File: src/rtl/tcw_pkg.sv
// Shared types and constants for the text console writer.
`default_nettype none

package tcw_pkg;

  localparam int unsigned DefaultColumns = 80;
  localparam int unsigned DefaultRows    = 25;

  localparam logic [15:0] BlankCell   = 16'h0720;
  localparam logic [7:0]  AttrReset   = 8'h07;
  localparam logic [7:0]  ChNewline   = 8'd10;
  localparam logic [7:0]  ChReturn    = 8'd13;
  localparam logic [7:0]  ChBackspace = 8'd8;

  typedef struct packed {
    logic       req_type;
    logic [7:0] char_code;
    logic [4:0] cell_row;
    logic [6:0] cell_col;
  } req_t;

  typedef struct packed {
    logic [15:0] cell_value;
    logic [4:0]  cursor_row;
    logic [6:0]  cursor_col;
  } rsp_t;

  typedef enum logic [1:0] {
    KindNewline,
    KindReturn,
    KindBackspace,
    KindPrint
  } char_kind_e;

  typedef enum logic [1:0] {
    ColHold,
    ColZero,
    ColInc,
    ColDec
  } col_op_e;

  typedef struct packed {
    logic    latch;
    logic    rd_en;
    logic    mem_we;
    logic    wsel_char;
    col_op_e col_op;
    logic    row_step;
    logic    clr_en;
    logic    load_out;
  } ctrl_cmd_t;

  typedef struct packed {
    logic       is_read;
    logic       in_range;
    char_kind_e kind;
    logic       at_col0;
    logic       at_last_col;
    logic       at_last_row;
    logic       clr_done;
    logic       out_free;
  } ctrl_status_t;

endpackage

`default_nettype wire

File: src/rtl/tcw_ctrl.sv
// Controller state machine: sequences the clear sweep, requests, scrolls and result hand-off.
`default_nettype none

module tcw_ctrl (
  input  wire                         clk_i,
  input  wire                         rst_ni,
  input  wire                         in_valid_i,
  output logic                        in_ready_o,
  input  wire tcw_pkg::ctrl_status_t  status_i,
  output tcw_pkg::ctrl_cmd_t          cmd_o
);

  typedef enum logic [2:0] {
    StClear,
    StIdle,
    StDecode,
    StScroll,
    StDone
  } state_e;

  state_e state_q, state_d;

  always_comb begin
    cmd_o      = '0;
    state_d    = state_q;
    in_ready_o = 1'b0;
    unique case (state_q)
      StClear: begin
        cmd_o.clr_en = 1'b1;
        if (status_i.clr_done) begin
          state_d = StIdle;
        end
      end
      StIdle: begin
        in_ready_o = 1'b1;
        if (in_valid_i) begin
          cmd_o.latch = 1'b1;
          state_d     = StDecode;
        end
      end
      StDecode: begin
        state_d = StDone;
        if (status_i.is_read) begin
          cmd_o.rd_en = status_i.in_range;
        end else begin
          unique case (status_i.kind)
            tcw_pkg::KindNewline: begin
              cmd_o.col_op   = tcw_pkg::ColZero;
              cmd_o.row_step = 1'b1;
              if (status_i.at_last_row) begin
                state_d = StScroll;
              end
            end
            tcw_pkg::KindReturn: begin
              cmd_o.col_op = tcw_pkg::ColZero;
            end
            tcw_pkg::KindBackspace: begin
              if (!status_i.at_col0) begin
                cmd_o.col_op = tcw_pkg::ColDec;
                cmd_o.mem_we = 1'b1;
              end
            end
            tcw_pkg::KindPrint: begin
              cmd_o.mem_we    = 1'b1;
              cmd_o.wsel_char = 1'b1;
              if (status_i.at_last_col) begin
                cmd_o.col_op   = tcw_pkg::ColZero;
                cmd_o.row_step = 1'b1;
                if (status_i.at_last_row) begin
                  state_d = StScroll;
                end
              end else begin
                cmd_o.col_op = tcw_pkg::ColInc;
              end
            end
            default: begin
              cmd_o.col_op = tcw_pkg::ColHold;
            end
          endcase
        end
      end
      StScroll: begin
        cmd_o.clr_en = 1'b1;
        if (status_i.clr_done) begin
          state_d = StDone;
        end
      end
      StDone: begin
        if (status_i.out_free) begin
          cmd_o.load_out = 1'b1;
          state_d        = StIdle;
        end
      end
      default: begin
        state_d = StIdle;
      end
    endcase
  end

  always_ff @(posedge clk_i or negedge rst_ni) begin
    if (!rst_ni) begin
      state_q <= StClear;
    end else begin
      state_q <= state_d;
    end
  end

endmodule

`default_nettype wire

File: config.mk
export PLATFORM = sky130hd
export DESIGN_NAME = tcw_ctrl
export DESIGN_NICKNAME = d
export VERILOG_FILES = /design/src/rtl/tcw_pkg.sv /design/src/rtl/tcw_ctrl.sv
export SDC_FILE = /design/constraint.sdc
export NUM_CORES = 1
export LEC_CHECK = 0
export ABC_AREA = 1
export BUFFER_PORTS_ARGS = -buffer_cell sky130_fd_sc_hd__buf_2
export CORE_AREA = 10 10 47 49
export CTS_BUF_LIST = sky130_fd_sc_hd__clkbuf_8
export CTS_CLUSTER_SIZE = 30
export DETAILED_ROUTE_END_ITERATION = 8
export DIE_AREA = 0 0 57 59
export GPL_TIMING_DRIVEN = 0
export PLACE_DENSITY = 0.55
export SYNTH_ARGS = -nofsm -noshare
export SYNTH_HDL_FRONTEND = slang
export SYNTH_SLANG_ARGS = --single-unit
File: constraint.sdc
create_clock -name clk_i -period 2.32 [get_ports clk_i]
set_clock_uncertainty 0.05 [all_clocks]
set_input_delay 0.696 -clock clk_i [delete_from_list [all_inputs] [get_ports clk_i]]
set_output_delay 0.696 -clock clk_i [all_outputs]
set_load 0.005 [all_outputs]
==> flow_summary.ini <==
[synth]
synth_area_sq_um = 409
syn_inst = 71
synth_nets = 87
ys_warn_count = 0
yosysUniqueCellTypes = 18
synth_seq_cells = 3
seq_area_frac_synth_pct = 18.3
post_synth.cell_area_avg_sq_um = 5.76

[floorplanning]
fp.dieArea_sq_um = 3360
core_area_sq_um = 1400
io_pins = 22
start_util_pct = 29.2
fp.dieW_um = 57
rows = 14
die_height_um = 59

[pwr]
power.density_nw_per_um2 = 879
ir_drop_mv = 0.478
p_seq_share_pct = 18.1
pwr-share-comb_pct = 55.6
power.internal_mw = 0.314
p_sw_share_pct = 44.1
p_clk_share_pct = 26.3
p_leak_nw = 0.380
power.switching_mw = 0.248

[critical_path]
rr_worst_depth = 7
path_buf_inv = 3
crit_chain = buf_6, inv_1, ha_4, nor3_4, and2_1, buf_2
critPathArrivalTime_ps = 1530
critPathMaxFanout = 4
crit_family = simple AND/OR/NAND/NOR gates
path_class = in -> out
cp-end-kind = output pin
cpPeakStageDelay_ps = 220
reg2reg_slack_ps = 1110
startpoint_type = input port
cp.required_ps = 1570
cp-endpoint = cmd_o[2]
reg2reg_from = state_q[0]
setup.worst_path.start = status_i[6]
worst-path-stages = 6
r2r-end = state_q[0]
slowest_stage = ha_4

[global_routing]
globalRouteTotalUtil_pct = 6.50
gr-total-overflow = 0
grt_max_degree = 10
antenna_found_initial = 0
grt_pass1_wl_um = 1810
first_global_vias = 476

[sta]
min_period_over_period_pct = 98.3
holdWs_ps = 216
final_max_slew_viol_count = 0
fin_ws_ps = 39.5
max_freq_mhz = 438
period_minus_slack_ps = 2280
relSlewSlack_pct = 86.4
tightest_slew_ps = 202
finalHoldViolCount = 0
rsz0062_at_grt = yes
setup_violations = 0

[layout]
fin_cells = 112
diodes = 0
multiInputGateArea_sq_um = 309
drive_gt1_share_pct = 37.5
syn_to_final_growth_pct = 56.3
seq_area_sq_um = 75.1
final_nets = 113
largestRegisters = state_q: 3 flops
fillers = 155
regMostFlops = state_q
finish.utilization_pct = 45.6
largest_reg_flops = 3

[placement]
gp_congestion = 0.772
pre_cts_ws_ps = -102
dp.cells = 108
dpl.hpwl_um = 957
port_buffers = 21

[min_path]
hp-class = in -> async

[routing]
wirelength_um = 1150
route.detailed.drc = 0
drt-pass1-iter-count = 4
num_vias = 490
route.detailed.wl_per_inst_um = 10.3
viasPerCell = 4.38
drt_iter0_markers = 2
ant_nets = 0

[clocking]
cts_tree = done
numClockSinks = 3
htree_levels = 1
clk_latency_ps = 220
cts_setup_buffers = 0
clk_pin_slew_ps = 30
root_buffer = clkbuf_8
numCtsBuffers = 3
cts_buffer_depth = 2

[job]
drv_cap = 0

[outcome]
status = completed
-- worst min-delay path by stage --
stage | end | slack (ps) | cells after the start
2_1_floorplan | state_q[0] | 350 | 0
3_3_place_gp | state_q[1] | 440 | 1
3_5_place_dp | state_q[2] | 440 | 1
4_1_cts | state_q[1] | 220 | 1
5_1_grt | state_q[1] | 220 | 1
6_report | state_q[1] | 220 | 1
-- layer usage --
metal	global-route usage [%]	wire [um]	vias up	part of all wire [%]
li1	-	-	266	-
met1	6.24	477	203	41
met2	11.0	519	19	45
met3	3.22	134	2	12
met4	4.03	21	0	1.8
met5	0	0	-	0
-- Yosys cell counts --
cell type  instances  area share [%]
nand3_2            1             2.4
nor2_1            10             9.2
nor4_1             1             1.5
inv_2              1            0.92
nor2_2             1             1.5
dfrtp_1            3              18
ha_1               4              12
nor3_1             3             3.7
inv_1             14              13
o21ai_0            1             1.2
a21boi_0           1             1.8
nand3_1            5             6.1
nand2_1           20              18
and2_1             2             3.1
buf_4              1             1.8
a21oi_1            1             1.2
a31oi_1            1             1.5
a21oi_2            1             2.1
-- layout by cell type, fill, tap and decap left out, drive strengths merged --
master | Yosys | layout
nor3 | 3 | 3
buf | 1 | 22
nor4 | 1 | 1
and2 | 2 | 2
o21ai | 1 | 1
nand2 | 20 | 20
a31oi | 1 | 1
clkbuf | 0 | 3
a21oi | 2 | 2
a21boi | 1 | 1
ha | 4 | 4
inv | 15 | 16
nor2 | 11 | 11
nand3 | 6 | 6
dfrtp | 3 | 3
-- stage by stage --
step,power (mW),cell area [sq um],setup TNS (ps)
2_1_floorplan,0.305,409,0
3_5_place_dp,0.403,534,-136
6_report,0.562,639,0
4_1_cts,0.558,591,-0.845
5_1_grt,0.608,639,-30.8
3_3_place_gp,0.400,534,-108
-- layout make-up --
type                            instances  area share [%]
Multi-Input combinational cell         52            48.3
Sequential cell                         3            11.7
Inverter                               15            9.59
Buffer                                  1            1.17
Timing Repair Buffer                   21            19.0
Clock buffer                            3            6.46
Tap cell                               16            3.13
Clock inverter                          1           0.587
-- repair_timing --
action / CTS / global route
gates resized for setup: 4 / 12
endpoints found under the setup margin: 2 / 3
hold buffers: 0 / 0
pin swaps: 4 / 6
-- power by group through the flow --
stage | registers, mW | logic, mW | clock network [mW]
after floorplan | 0.0947 | 0.211 | 0
after CTS | 0.102 | 0.306 | 0.150
final | 0.102 | 0.312 | 0.148
after detailed placement | 0.102 | 0.301 | 0
after global placement | 0.102 | 0.298 | 0
after global routing | 0.104 | 0.351 | 0.153
-- cells by family after synthesis --
family,after synthesis,synth area share [%]
flip-flops,3,18.3
buffers and inverters,16,15.6
AO/OA/AOI/OAI,5,7.95
AND/OR/NAND/NOR,43,45.9
adder cells (fa/ha/maj),4,12.2
Power figures use the tool's default switching activity.
